**src/hdl/cau_pkg.sv**
```systemverilog
// Shared operation and status codes for the complex arithmetic unit.
package cau_pkg;

    typedef enum logic [1:0] {
        OP_ADD = 2'd0,
        OP_SUB = 2'd1,
        OP_MUL = 2'd2,
        OP_DIV = 2'd3
    } t_op;

    typedef enum logic [1:0] {
        ST_OK   = 2'd0,
        ST_DIV0 = 2'd1,
        ST_SAT  = 2'd2
    } t_status;

endpackage

```
**src/hdl/cau_front.sv**
```systemverilog
// Front stages: operand products, sums and the direct add/sub/multiply value.
module cau_front #(
    parameter int W = 16,
    parameter int F = 8
) (
    input  logic                 i_clk,
    input  logic                 i_en,
    input  cau_pkg::t_op         i_op,
    input  logic signed [W-1:0]  i_a_re,
    input  logic signed [W-1:0]  i_a_im,
    input  logic signed [W-1:0]  i_b_re,
    input  logic signed [W-1:0]  i_b_im,
    output cau_pkg::t_op         o_op,
    output logic signed [2*W:0]  o_dir_re,
    output logic signed [2*W:0]  o_dir_im,
    output logic signed [2*W:0]  o_num_re,
    output logic signed [2*W:0]  o_num_im,
    output logic [2*W-1:0]       o_den
);
    localparam int PW = 2 * W;
    localparam int SW = 2 * W + 1;

    logic signed [PW-1:0] w_rr, w_ii, w_ri, w_ir, w_br2, w_bi2;
    logic signed [W:0]    w_s_re, w_s_im;

    cau_pkg::t_op         r_op;
    logic signed [PW-1:0] r_rr, r_ii, r_ri, r_ir, r_br2, r_bi2;
    logic signed [W:0]    r_s_re, r_s_im;

    logic signed [SW-1:0] w_m_re, w_m_im;

    assign w_rr  = i_a_re * i_b_re;
    assign w_ii  = i_a_im * i_b_im;
    assign w_ri  = i_a_re * i_b_im;
    assign w_ir  = i_a_im * i_b_re;
    assign w_br2 = i_b_re * i_b_re;
    assign w_bi2 = i_b_im * i_b_im;

    assign w_s_re = (i_op == cau_pkg::OP_SUB) ? (i_a_re - i_b_re) : (i_a_re + i_b_re);
    assign w_s_im = (i_op == cau_pkg::OP_SUB) ? (i_a_im - i_b_im) : (i_a_im + i_b_im);

    always_ff @(posedge i_clk) begin
        if (i_en) begin
            r_op   <= i_op;
            r_rr   <= w_rr;
            r_ii   <= w_ii;
            r_ri   <= w_ri;
            r_ir   <= w_ir;
            r_br2  <= w_br2;
            r_bi2  <= w_bi2;
            r_s_re <= w_s_re;
            r_s_im <= w_s_im;
        end
    end

    assign w_m_re = SW'(r_rr) - SW'(r_ii);
    assign w_m_im = SW'(r_ri) + SW'(r_ir);

    // Second stage: cross sums, divisor and the direct value (floor-shifted product or add/sub sum).
    always_ff @(posedge i_clk) begin
        if (i_en) begin
            o_op     <= r_op;
            o_num_re <= SW'(r_rr) + SW'(r_ii);
            o_num_im <= SW'(r_ir) - SW'(r_ri);
            o_den    <= PW'($unsigned(r_br2) + $unsigned(r_bi2));
            o_dir_re <= (r_op == cau_pkg::OP_MUL) ? (w_m_re >>> F) : SW'(r_s_re);
            o_dir_im <= (r_op == cau_pkg::OP_MUL) ? (w_m_im >>> F) : SW'(r_s_im);
        end
    end
endmodule

```
**config.mk**
```make
export PLATFORM = sky130hd
export DESIGN_NAME = cau_front
export DESIGN_NICKNAME = d
export VERILOG_FILES = /design/src/hdl/cau_pkg.sv /design/src/hdl/cau_front.sv
export SDC_FILE = /design/constraint.sdc
export NUM_CORES = 2
export LEC_CHECK = 0
export BUFFER_PORTS_ARGS = -buffer_cell sky130_fd_sc_hd__buf_2
export CORE_UTILIZATION = 25
export CTS_CLUSTER_SIZE = 40
export DETAILED_ROUTE_END_ITERATION = 8
export PLACE_DENSITY = 0.51
export SYNTH_ARGS = -nofsm -noshare
export SYNTH_HDL_FRONTEND = slang
export SYNTH_SLANG_ARGS = --single-unit
```
**constraint.sdc**
```tcl
create_clock -name i_clk -period 8 [get_ports i_clk]
set_input_delay 0.4 -clock i_clk [delete_from_list [all_inputs] [get_ports i_clk]]
set_output_delay 0.4 -clock i_clk [all_outputs]
set_load 0.02 [all_outputs]
```
======== Yosys cells after proc, flatten, opt, wreduce, memory -nomap -nowiden ========
Index checks and enable logic that the tools add are counted.
cells by class
  $add $sub $neg .......................... 9
  multipliers ............................. 6
  equality and inequality tests ........... 2
  multiplexer cells ....................... 4
operators with widths
  cell                                                              count
  16-bit by 16-bit multiplier with 32-bit output                    6
  32-bit by 32-bit adder with 33-bit output                         2
  33-bit 2-to-1 mux                                                 2
  32-bit by 32-bit subtractor with 33-bit output                    2
  16-bit by 16-bit adder with 17-bit output                         2
  17-bit 2-to-1 mux                                                 2
  16-bit by 16-bit subtractor with 17-bit output                    2
  32-bit adder                                                      1
  2-bit by 1-bit == test with 1-bit output (second input constant)  1
  2-bit == test (second input constant)                             1
word-level totals
  bits in registers ....................... 394
  input port bits ......................... 68
  output and inout bits ................... 166
  word-level logic and storage cells ...... 36

======== Depth between registers and ports, before layout ========
  depth in word-level cells ............... 2
  depth in mapped cells ................... 28
  gate-level depth less buffers ........... 26

======== Worst setup path before layout ========
OpenSTA, ideal clock, no wires.
  path kind ............................... input -> register
  start point ............................. in i_b_im[5]
  end point ............................... reg r_ii[29], data pin
  library setup time ...................... 258 ps
  arrival ................................. 6478 ps
  required time ........................... 7742 ps
  path slack .............................. 1264 ps
  stages .................................. 25
  path buffers ............................ 3
  cells stage by stage .................... clkbuf_1 clkbuf_1 clkbuf_1 nand2_1 fa_1 fa_1 fa_1 fa_1 inv_1 fa_1 inv_1 fa_1 inv_1 ha_1 a21o_1 a21o_1 a221o_1 a21o_1 a221o_1 a221oi_2 o211ai_2 nand3_1 nand2_1 a21oi_1 xnor2_1
on the way
  word-level cells in the longest chain between the ends .. 1
ends and longest elaborated chain
  element                                         line             RTL
  start, declared                                 cau_front.sv:12  input logic signed [W-1:0] i_b_im,
  16-bit by 16-bit multiplier with 32-bit output  cau_front.sv:33  assign w_ii = i_a_im * i_b_im;
  named net w_ii[29]                              cau_front.sv:23  logic signed [PW-1:0] w_rr, w_ii, w_ri, w_ir, w_br2, w_bi2;
  end signal, assigned                            cau_front.sv:46  r_ii <= w_ii;
  end, declared                                   cau_front.sv:27  logic signed [PW-1:0] r_rr, r_ii, r_ri, r_ir, r_br2, r_bi2;
The timed path passes the listed nets, and every way through them passes these cells.
A chain may end at the register's enable or synchronous reset.

======== Worst setup path after layout ========
  start point ............................. in i_b_re[2]
  end point ............................... reg r_rr[28], data pin
on the way
  word-level cells in the longest chain between the ends .. 1
ends and longest elaborated chain
  element                                         line             RTL
  start, declared                                 cau_front.sv:11  input logic signed [W-1:0] i_b_re,
  16-bit by 16-bit multiplier with 32-bit output  cau_front.sv:32  assign w_rr = i_a_re * i_b_re;
  named net w_rr[28]                              cau_front.sv:23
  end signal, assigned                            cau_front.sv:45  r_rr <= w_rr;
  end, declared                                   cau_front.sv:27
The timed path passes the listed nets, and every way through them passes these cells.

==> reports/metrics.yaml <==
outcome: "completed"
slew_viol_final: 0
async_flop_share_pct: 0
crit_type: "in2reg"
die_h_um: 557.9
grt_pass1_wl_um: 356100
drtIter0Drc: 2987
nFillCells: 32420
synth_compound_area_share_pct: 6.664
layout_commonest_cell: "inv_1"
clkTransAtPathRegs_ps: 70
root_buffer: "clkbuf_16"
die_area_um2: 311300
ios: 234
worst_path_max_delay_cell: "fa_1"
crit_path_cell_trace: "buf_2 > nand2_1 > fa_1 > fa_1 > inv_1 > fa_1 > fa_1 > fa_1 > inv_1 > fa_1 > inv_1 > ha_1 > and3_1 > a31o_2 > a31oi_1 > o21ai_1 > a22oi_1 > a211oi_1 > a41o_1 > nor4_1 > nor3_1 > xor2_1"
critPathMaxFanout: 24
viasPerCell: 4.362
maxCapViolCount: 0
min_path_cells: 1
syn2layout_area_growth_pct: 10.39
grt_max_degree: 144
worstMarginPinSlew_ps: 1120
holdBufCountCts: 2
path_depth: 22
start_util_pct: 25.20
wl_per_cell_um: 18.45
synth_top_flop_cell: "edfxtp_1"
final.setup.tns_ps: 0
synthDistinctLibCells: 88
synth-adder-area-share_pct: 50.89
slowest_delay_ps: 550
syn_inst: 8028
grt_usage_pct: 14.95
fp.coreArea_um2: 306600
arrival_ps: 7070
avgSynthCellArea_um2: 9.624
cts-buffers-inserted: 50
slew_headroom_pct: 25.31
cts_tree: "yes"
path_buf_inv: 4
synth_top_family_by_area: "adder cells"
ff_latch_area_um2: 11290
min_period_over_period_pct: 83.23
die_w_um: 557.9
cts_buffer_depth: 3
hp-class: "in2reg"
drcViolationCount: 0
startpoint_type: "input pin"
vias: 53630
cts_setup_buffers: 0
multi_input_area_um2: 57340
ant_nets: 0
postCtsResizedCells: 0
synth_edf_count: 376
crit_required_ps: 8410
port_buffers: 233
endpoint_kind: "flop"
place_congestion: 0.8534
holdWs_ps: 305.1
cts.sinks: 376
synthXorXnorAreaFrac_pct: 4.682
ys_seq_elements: 376
grt_pass1_vias: 59600
finalSetupViolCount: 0
critical-path-top-delay-family: "adder cells"
dr.pass1.iters: 5
ys_warn_count: 0
wl_um: 226900
final.setup_skew_ps: 27.66
clock_latency_ps: 680
floorplan.rows: 203
rsz0062_at_grt: "false"
min_period_ps: 6659
synth_area_um2: 77260
mostFrequentLayoutCells: "inv_1 (1,942), fa_1 (1,519), nand2_1 (768)"
finalHoldViolations: 0
gr-total-overflow: 0
syn_nets: 10330
max_freq_mhz: 150.2
critPathMostFrequentCell: "fa_1"
htree_num_levels: 2
synth-simple-area-share_pct: 11.90
ys_seq_area_share_pct: 14.61
fin_nets: 10440
reg2reg_depth: 14
drive_gt1_share_pct: 6.427
dp_hpwl_um: 188100
antenna_found_initial: 50
synthMuxAreaShare_pct: 0.06478
==> layout make-up <==
type | instances | area share, %
Sequential cell | 376 | 13.24
Timing Repair Buffer | 387 | 2.858
Antenna cell | 12 | 0.03521
Multi-Input combinational cell | 5369 | 67.22
Clock inverter | 38 | 0.5222
Inverter | 1958 | 8.617
Tap cell | 4100 | 6.015
Clock buffer | 56 | 1.493
==> cells in the mapped netlist (all sizes together) (53+ instances only) <==
| cell | n | share of area (%) |
|---|---|---|
| a21o | 90 | 0.88 |
| a21oi | 265 | 1.7 |
| and2 | 508 | 4.1 |
| clkbuf | 285 | 1.4 |
| edfxtp | 376 | 15 |
| fa | 1519 | 39 |
| ha | 712 | 12 |
| inv | 1945 | 9.4 |
| nand2 | 768 | 3.7 |
| nand2b | 53 | 0.43 |
| nand3 | 56 | 0.36 |
| nor2 | 353 | 1.7 |
| nor3 | 62 | 0.40 |
| o21ai | 149 | 0.97 |
| o21bai | 64 | 0.63 |
| xnor2 | 327 | 3.7 |
| xor2 | 86 | 0.97 |
==> cells by family after synthesis <==
kind of cell,Yosys count
mux,5
fa+ha+maj,2231
xor+xnor,413
compound gates,784
buf+inv,2283
simple gates,1936
flops,376
==> layer usage <==
layer  track usage (%)  up-vias  part of all wire (%)
li1                  -    24490                     -
met3             2.026      358                   5.1
met2             25.25     1268                    47
met5                 0        -                 0.036
met4             5.277       12                   4.0
met1             19.46    27510                    43
==> worst paths after layout <==
| kind | slack, ps | to | from |
|---|---|---|---|
| worst max register to register | 4210 | o_num_re[30]$_DFFE_PP_ | r_rr[0]$_DFFE_PP_ |
| worst min register to register | 500 | o_op[0]$_DFFE_PP_ | r_op[0]$_DFFE_PP_ |
| worst max-delay path | 1340 | r_rr[28]$_DFFE_PP_ | i_b_re[2] |
| worst min-delay path | 310 | o_dir_re[0]$_DFFE_PP_ | i_en |
==> through the flow <==
stage	area (um^2)	util, %	setup slack, ps	instances
final	85290	27.82	1341	12300
after global routing	85270	27.81	956.2	12290
after CTS	85260	27.81	1406	12280
after detailed placement	83520	27.24	689.0	12190
after global placement	83520	27.24	609.6	12190
after floorplan	77260	-	1264	8028
==> state kept, by name (all words and copies together), names as in the netlist, 25 cells and up <==
signal	count
r_ii	32
o_num_re	33
r_ir	32
r_rr	32
o_dir_im	25
o_den	32
o_num_im	33
r_ri	32
r_bi2	31
o_dir_re	25
r_br2	31
Power is not shown: default switching activity piles up to over one toggle a cycle in this logic, so the estimate is an artifact.
