$ cat src/hdl/cau_div_step.sv
// One registered restoring-division step: resolves a single quotient bit.
module cau_div_step #(
    parameter int W   = 16,
    parameter int F   = 8,
    parameter int BIT = 0
) (
    input  logic                 i_clk,
    input  logic                 i_en,
    input  logic [2*W-1:0]       i_den,
    input  logic [2*W+F-1:0]     i_rem,
    input  logic [W:0]           i_q,
    input  logic                 i_neg,
    input  logic                 i_ovf,
    output logic [2*W+F-1:0]     o_rem,
    output logic [W:0]           o_q,
    output logic                 o_neg,
    output logic                 o_ovf
);
    localparam int RW = 2 * W + F;
    localparam int QB = W + 1;
    localparam int CW = 2 * W + F + QB;

    logic [CW-1:0] w_trial;
    logic [CW-1:0] w_rem;
    logic          w_fit;
    logic [RW-1:0] n_rem;
    logic [QB-1:0] n_q;

    assign w_trial = CW'(i_den) << BIT;
    assign w_rem   = CW'(i_rem);
    assign w_fit   = (w_rem >= w_trial);

    always_comb begin
        n_rem = i_rem;
        n_q   = i_q;
        if (w_fit) begin
            n_rem    = RW'(w_rem - w_trial);
            n_q[BIT] = 1'b1;
        end
    end

    always_ff @(posedge i_clk) begin
        if (i_en) begin
            o_rem <= n_rem;
            o_q   <= n_q;
            o_neg <= i_neg;
            o_ovf <= i_ovf;
        end
    end
endmodule

$ cat src/hdl/cau_div.sv
// Pipelined signed divider: (num << F) / den for both parts, one quotient bit a stage.
module cau_div #(
    parameter int W = 16,
    parameter int F = 8
) (
    input  logic                 i_clk,
    input  logic                 i_en,
    input  logic signed [2*W:0]  i_num_re,
    input  logic signed [2*W:0]  i_num_im,
    input  logic [2*W-1:0]       i_den,
    output logic signed [W+1:0]  o_q_re,
    output logic signed [W+1:0]  o_q_im,
    output logic                 o_ovf_re,
    output logic                 o_ovf_im,
    output logic                 o_neg_re,
    output logic                 o_neg_im
);
    localparam int PW = 2 * W;
    localparam int SW = 2 * W + 1;
    localparam int RW = 2 * W + F;
    localparam int QB = W + 1;
    localparam int CW = 2 * W + F + QB;

    logic signed [SW-1:0] w_abs_re, w_abs_im;
    logic [RW-1:0]        w_sc_re, w_sc_im;

    logic [PW-1:0] r_den [0:QB-1];
    logic [RW-1:0] w_rem_re [0:QB-1];
    logic [RW-1:0] w_rem_im [0:QB-1];
    logic [QB-1:0] w_q_re [0:QB];
    logic [QB-1:0] w_q_im [0:QB];
    logic          w_neg_re [0:QB];
    logic          w_neg_im [0:QB];
    logic          w_ovf_re [0:QB];
    logic          w_ovf_im [0:QB];

    assign w_abs_re = i_num_re[SW-1] ? -i_num_re : i_num_re;
    assign w_abs_im = i_num_im[SW-1] ? -i_num_im : i_num_im;
    assign w_sc_re  = RW'(w_abs_re[PW-1:0]) << F;
    assign w_sc_im  = RW'(w_abs_im[PW-1:0]) << F;

    // Prepare: magnitude, sign and an early check that the quotient overflows.
    logic [RW-1:0] r_rem_re0, r_rem_im0;
    logic          r_neg_re0, r_neg_im0, r_ovf_re0, r_ovf_im0;

    always_ff @(posedge i_clk) begin
        if (i_en) begin
            r_rem_re0 <= w_sc_re;
            r_rem_im0 <= w_sc_im;
            r_neg_re0 <= i_num_re[SW-1];
            r_neg_im0 <= i_num_im[SW-1];
            r_ovf_re0 <= (CW'(w_sc_re) >= (CW'(i_den) << QB));
            r_ovf_im0 <= (CW'(w_sc_im) >= (CW'(i_den) << QB));
            r_den[0]  <= i_den;
            for (int k = 1; k < QB; k++) begin
                r_den[k] <= r_den[k-1];
            end
        end
    end

    assign w_rem_re[0] = r_rem_re0;
    assign w_rem_im[0] = r_rem_im0;
    assign w_q_re[0]   = '0;
    assign w_q_im[0]   = '0;
    assign w_neg_re[0] = r_neg_re0;
    assign w_neg_im[0] = r_neg_im0;
    assign w_ovf_re[0] = r_ovf_re0;
    assign w_ovf_im[0] = r_ovf_im0;

    for (genvar g = 0; g < QB; g++) begin : g_step
        logic [RW-1:0] w_nrem_re, w_nrem_im;

        cau_div_step #(.W(W), .F(F), .BIT(QB - 1 - g)) u_re (
            .i_clk (i_clk),
            .i_en  (i_en),
            .i_den (r_den[g]),
            .i_rem (w_rem_re[g]),
            .i_q   (w_q_re[g]),
            .i_neg (w_neg_re[g]),
            .i_ovf (w_ovf_re[g]),
            .o_rem (w_nrem_re),
            .o_q   (w_q_re[g+1]),
            .o_neg (w_neg_re[g+1]),
            .o_ovf (w_ovf_re[g+1])
        );

        cau_div_step #(.W(W), .F(F), .BIT(QB - 1 - g)) u_im (
            .i_clk (i_clk),
            .i_en  (i_en),
            .i_den (r_den[g]),
            .i_rem (w_rem_im[g]),
            .i_q   (w_q_im[g]),
            .i_neg (w_neg_im[g]),
            .i_ovf (w_ovf_im[g]),
            .o_rem (w_nrem_im),
            .o_q   (w_q_im[g+1]),
            .o_neg (w_neg_im[g+1]),
            .o_ovf (w_ovf_im[g+1])
        );

        if (g < QB - 1) begin : g_link
            assign w_rem_re[g+1] = w_nrem_re;
            assign w_rem_im[g+1] = w_nrem_im;
        end
    end

    assign o_q_re   = w_neg_re[QB] ? -$signed({1'b0, w_q_re[QB]}) : $signed({1'b0, w_q_re[QB]});
    assign o_q_im   = w_neg_im[QB] ? -$signed({1'b0, w_q_im[QB]}) : $signed({1'b0, w_q_im[QB]});
    assign o_ovf_re = w_ovf_re[QB];
    assign o_ovf_im = w_ovf_im[QB];
    assign o_neg_re = w_neg_re[QB];
    assign o_neg_im = w_neg_im[QB];
endmodule

$ cat config.mk
export PLATFORM = sky130hd
export DESIGN_NAME = cau_div
export DESIGN_NICKNAME = d
export VERILOG_FILES = /design/src/hdl/cau_div_step.sv /design/src/hdl/cau_div.sv
export SDC_FILE = /design/constraint.sdc
export NUM_CORES = 2
export LEC_CHECK = 0
export ABC_CLOCK_PERIOD_IN_PS = 4450
export BUFFER_PORTS_ARGS = -buffer_cell sky130_fd_sc_hd__buf_2
export CORE_ASPECT_RATIO = 0.8
export CORE_MARGIN = 5
export CORE_UTILIZATION = 58
export DETAILED_ROUTE_END_ITERATION = 8
export HOLD_SLACK_MARGIN = 0.1
export PLACE_DENSITY = 0.85
export SETUP_SLACK_MARGIN = 0.02
export SYNTH_ARGS = -nofsm -noshare
export SYNTH_HDL_FRONTEND = slang
export SYNTH_SLANG_ARGS = --single-unit
$ cat constraint.sdc
create_clock -name i_clk -period 4.45 [get_ports i_clk]
set_input_delay 0.445 -clock i_clk [delete_from_list [all_inputs] [get_ports i_clk]]
set_output_delay 0.445 -clock i_clk [all_outputs]
set_load 0.005 [all_outputs]
After elaboration in Yosys (flattened, before gate mapping). Memory sizes are Yosys's and may differ from the RTL's. Index checks and enable logic that the tools add are counted.

Flip-flop bits (word level): 1722. Memory bits (writable): 544. Input port bits: 100. Output and inout bits: 40. Logic and storage cells: 287. Memories kept: 1.

Memory list: r_den (words 17, width 32, rd ports 17, clocked after Yosys merged registers in 0, wr ports 17, line cau_div.sv:27) `logic [PW-1:0] r_den [0:QB-1];`.

Add/sub/neg operators: 36. Magnitude comparators: 36. Mux-type cells: 40.

Operators with widths (number): 2-to-1 mux 40 bit (32); subtractor 40 bit (18); >= comparator 40 x 49 -> 1 bit (2); >= comparator 40 x 48 -> 1 bit (2); >= comparator 40 x 47 -> 1 bit (2); >= comparator 40 x 46 -> 1 bit (2); >= comparator 40 x 45 -> 1 bit (2); >= comparator 40 x 44 -> 1 bit (2); >= comparator 40 x 43 -> 1 bit (2); >= comparator 40 x 42 -> 1 bit (2); >= comparator 40 x 41 -> 1 bit (2); >= comparator 40 x 32 -> 1 bit (2); >= comparator 40 x 33 -> 1 bit (2); >= comparator 40 x 34 -> 1 bit (2); >= comparator 40 x 35 -> 1 bit (2); >= comparator 40 x 36 -> 1 bit (2); >= comparator 40 x 37 -> 1 bit (2); >= comparator 40 x 38 -> 1 bit (2); >= comparator 40 x 39 -> 1 bit (2); >= comparator 40 bit (2); subtractor 40 x 33 -> 40 bit (2); subtractor 40 x 34 -> 40 bit (2); subtractor 40 x 35 -> 40 bit (2); subtractor 40 x 36 -> 40 bit (2); other kinds (8) (18).

Longest topological paths before layout.
Depth in word-level cells: 3. Mapped depth: 19. Depth with buffers taken out: 19.

Modules after synthesis. A second synthesis with hierarchy kept.

Cells, all modules: 14425. Area total of the unflattened synthesis: 157237.1 um^2.

Modules (own cells, without submodules): cau_div (times used 1, cells each 1086, area an instance 21674.5 um^2, sequential area each 18377.6 um^2); cau_div_step (g_step[15].u_im ...) (times used 2, cells each 460, area an instance 4314.1 um^2, sequential area each 1771.7 um^2); cau_div_step (g_step[16].u_im ...) (times used 2, cells each 453, area an instance 4282.9 um^2, sequential area each 1771.7 um^2); cau_div_step (g_step[13].u_im ...) (times used 2, cells each 444, area an instance 4247.8 um^2, sequential area each 1771.7 um^2); cau_div_step (g_step[12].u_im ...) (times used 2, cells each 443, area an instance 4182.8 um^2, sequential area each 1771.7 um^2); cau_div_step (g_step[9].u_im ...) (times used 2, cells each 426, area an instance 4050.1 um^2, sequential area each 1771.7 um^2); cau_div_step (g_step[8].u_im ...) (times used 2, cells each 408, area an instance 4048.9 um^2, sequential area each 1771.7 um^2); cau_div_step (g_step[10].u_im ...) (times used 2, cells each 421, area an instance 4022.6 um^2, sequential area each 1771.7 um^2); cau_div_step (g_step[1].u_im ...) (times used 2, cells each 343, area an instance 3880.0 um^2, sequential area each 1771.7 um^2); cau_div_step (g_step[4].u_im ...) (times used 2, cells each 368, area an instance 3808.7 um^2, sequential area each 1771.7 um^2); cau_div_step (g_step[3].u_im ...) (times used 2, cells each 332, area an instance 3806.2 um^2, sequential area each 1771.7 um^2); cau_div_step (g_step[2].u_im ...) (times used 2, cells each 324, area an instance 3756.1 um^2, sequential area each 1771.7 um^2); cau_div_step (g_step[5].u_im ...) (times used 2, cells each 338, area an instance 3719.8 um^2, sequential area each 1771.7 um^2); cau_div_step (g_step[6].u_im ...) (times used 2, cells each 351, area an instance 3676.0 um^2, sequential area each 1771.7 um^2); +7 rows.

Worst setup path after synthesis. OpenSTA, ideal clock, no wires.

Kind: input port to flip-flop. Start: input i_num_re[6]. End: register r_ovf_re0 (data pin). Library setup time: 0.163 ns. Arrival: 4.692 ns. Data required time: 4.287 ns. Slack: -0.405 ns. Stages: 15. Path buffers: 0. Cells stage by stage: or4_4 or4_1 or4_4 or3_1 or3_4 or3_4 or3_1 o41ai_2 xnor2_1 ha_1 nand4_1 or3_1 nor3_1 nand3_1 o221ai_1.

Word-level cells in the longest chain between the ends: 3.

RTL lines: start, declared (line cau_div.sv:8) `input logic signed [2*W:0] i_num_re,`; negator 32 bit (line cau_div.sv:37) `assign w_abs_re = i_num_re[SW-1] ? -i_num_re : i_num_re;`; 2-to-1 mux 32 bit (line cau_div.sv:37); named net w_abs_re[30] (line cau_div.sv:24) `logic signed [SW-1:0] w_abs_re, w_abs_im;`; >= comparator 40 x 49 -> 1 bit (line cau_div.sv:52) `r_ovf_re0 <= (CW'(w_sc_re) >= (CW'(i_den) << QB));`; end signal, assigned (line cau_div.sv:52); end, declared (line cau_div.sv:44) `logic r_neg_re0, r_neg_im0, r_ovf_re0, r_ovf_im0;`.

The timed path passes the listed nets, and every way through them passes these cells. A chain may end at the register's enable or synchronous reset.

==> run metrics <==
Final Core Density 0.648; number of synthesized flops with an enable pin 2066; first-pass GRT wire length approximately 560000 um; peak supply drop approximately 0.32 mV; Req. time, crit path 4970 ps; Final ANT Viol Nets 0; Final HPWL DP around 290000 um; worst skew pair latency about 910 ps; Worst EP arrival 5000 ps; Setup CP Type flip-flop to flip-flop; CTS root buffer clkbuf_16; synthesized area per cell between 10 and 15 um^2; crit-path max FO 18; vias in the first global route 90635; number of top-level pins 140; Layout Nets 13529; WHS Path Cells 1; Avg WL per Cell roughly 24 um; Die W around 530 um; # DRC 0; outcome complete, but fails checks; Cell Pwr Density about 540 nW/um^2; clk buf depth 4; setup violators final 1; syn nets ~13000; Area Overhead vs Synth 11.6%; Inserted Clock Buffers around 210; slowest stage cell, crit path o21ai_0; setup ws final -31.8 ps; synthesized cell area ~130000 um^2; synthesized netlist cell count around 12000; failing checks negative setup slack; Final Skew 79.4 ps; port buffer count about 140; final std cells w/o fill 15407; hold crit path type input pin to flip-flop; share of the synthesized area in the top cell type 0.487; Seq/Total Area, Yosys 0.487; unrepaired setup endpoints after global routing yes; Clock transition at path regs ~60 ps; die height between 400 and 500 um; largest incremental delay on the critical path about 860 ps; Max-Cap Viols 0; Pwr Total roughly 77 mW; drt via density 6.27; 1st-iter DRT viols 10821; R2R depth 13; CTS tree done; die area approximately 230000 um^2; minimum clock period 4480 ps; Overflow after GRT 0; FMAX roughly 220 MHz; Via Count roughly 97000; max-slew violations 0; WL final 375000 um; Async SR Flop Fraction 0; area leader, netlist edfxtp_1; Fin. Hold Viols 0; Distinct cells, synth 84; Slew @ Worst Pin around 1200 ps; commonest non-fill, non-tap cells in the layout edfxtp_1, ha_1, a21oi_1; Tcrit/Tclk final 1.01; CTS sink count approximately 2100; Cells after DPL 14900; #FFs+latches synth between 2000 and 2500; YS warnings 0; core area about 220000 um^2; CP cell instances inv_1 -> ha_1 -> nand3_1 -> o211ai_1 -> or4_1 -> nand3b_1 -> nand3_1 -> a31oi_1 -> buf_4 -> a21oi_1 -> o22ai_4 -> buf_4 -> o21ai_0; Worst Setup Start Kind flip-flop; final-layout fill cell count ~17000; initial antenna violation count 29; Crit. End Element flip-flop; commonest non-fill, non-tap cell in the layout edfxtp_1; largest net degree at the start of global routing roughly 120; GRT Util Overall 0.314; share of cells above drive strength 1 0.0984; Max H-tree Level 4; Pleak about 58 nW; Final Wtd Congestion around 1.0; Setup WS pre-CTS -923 ps; standard-cell rows about 150; drt pass-1 iters 7; ranking of synthesized cells by area edfxtp_1, ha_1, xnor2_1; Synth Flop Type edfxtp_1; Starting Density 0.581; Worst slew margin 0.162
critical path, delay by kind of cell, from the launching register on:
| family | cells | cell delay [ps] |
|---|---|---|
| AO/OA/AOI/OAI | 5 | 1840 |
| adder cells (fa/ha/maj) | 1 | 430 |
| buffers and inverters | 3 | 550 |
| flip-flops | 1 | 480 |
| AND/OR/NAND/NOR | 4 | 790 |
cell type report:
class                      instances  area [um^2]  area share
multi-input combinational       8698        61500       0.432
antenna                           17         42.5    0.000299
timing repair buffer             524         4520      0.0318
inverter                         828         3110      0.0219
tap                             2886         3610      0.0254
sequential                      2066        62000       0.436
clock buffer                     240         5520      0.0388
clock inverter                   148         1870      0.0131
sequential cells by signal (all words and copies together), names as in the netlist, 17 cells and up:
signal             cells
r_den                544
g_step.u_im.o_rem    540
g_step.u_re.o_rem    540
g_step.u_im.o_q      153
g_step.u_re.o_q      153
r_rem_im0             32
r_rem_re0             32
g_step.u_im.o_neg     17
g_step.u_im.o_ovf     17
g_step.u_re.o_neg     17
g_step.u_re.o_ovf     17
worst paths after layout:
kind	from	end	slack, ps
worst max-delay path	r_den[0][275]$_DFFE_PP_	g_step[8].u_im.o_rem[38]$_DFFE_PP_	-30
worst min-delay path	i_en	r_den[0][283]$_DFFE_PP_	110
worst max register to register	r_den[0][275]$_DFFE_PP_	g_step[8].u_im.o_rem[38]$_DFFE_PP_	-30
worst min register to register	g_step[3].u_re.o_q[14]$_DFFE_PP_	g_step[4].u_re.o_q[14]$_DFFE_PP_	340
through the flow:
step / setup TNS (ps) / hold WS (ps) / cell area [um^2]
detailed placement: -1140 / 405 / 134000
global route: -91.4 / 125 / 142000
global placement: -896 / 400 / 134000
finish: -31.8 / 107 / 142000
floorplan: -405 / 400 / 127000
CTS: 0 / 109 / 142000
report_power, final:
part           internal, mW  switching (mW)
combinational          11.8            17.3
clock                  11.2            7.91
sequential             26.3            2.72
kinds of logic after synthesis:
logic type,count (synthesis),share of synthesized area
adders and majority gates,1097,0.110
AOI/OAI and AO/OA,3343,0.163
buffers and inverters,1122,0.0331
DFF,2066,0.487
muxes,368,0.0321
and+or+nand+nor,2958,0.111
xor gates and xnor gates,932,0.0640
cell usage after synthesis (23+ instances only):
cell type  instances
a211o_1           26
a211oi_1          78
a21boi_0          33
a21o_1           526
a21oi_1          982
a221oi_1          23
a31oi_1           98
and2_1            33
and3_1            89
clkbuf_1         268
edfxtp_1        2066
fa_1              32
ha_1            1065
inv_1            825
mux2_2           330
mux2i_1           38
nand2_1          942
nand2b_1         152
nand3_1          216
nand4_1          166
nor2_1           694
nor2b_1          152
nor3_1           196
nor4_1            62
o2111ai_1         24
o211ai_1          55
o21a_1           142
o21ai_0          872
o21bai_1         115
o31a_1            42
o31ai_1          102
or2_2             46
or3_1             71
or4_1             40
xnor2_1          562
xor2_1           370
timing repair:
item / CTS / global route
gates cloned: 0 / 2
setup buffers: 2 / 1
hold buffers: 97 / 0
pin swaps: 5 / 6
setup endpoints to repair: 1 / 63
endpoints found under the hold margin: 91 / 0
gates resized for setup: 4 / 21
metal layers:
metal | vias to the layer above | share of wire | GRT usage
met2 | 4144 | 0.44 | 0.479
met5 | - | 0.00075 | 0.0109
met1 | 46734 | 0.44 | 0.458
met3 | 582 | 0.095 | 0.0714
met4 | 10 | 0.024 | 0.0707
li1 | 45106 | - | -
Note: power is estimated with default switching activity, not from simulation.
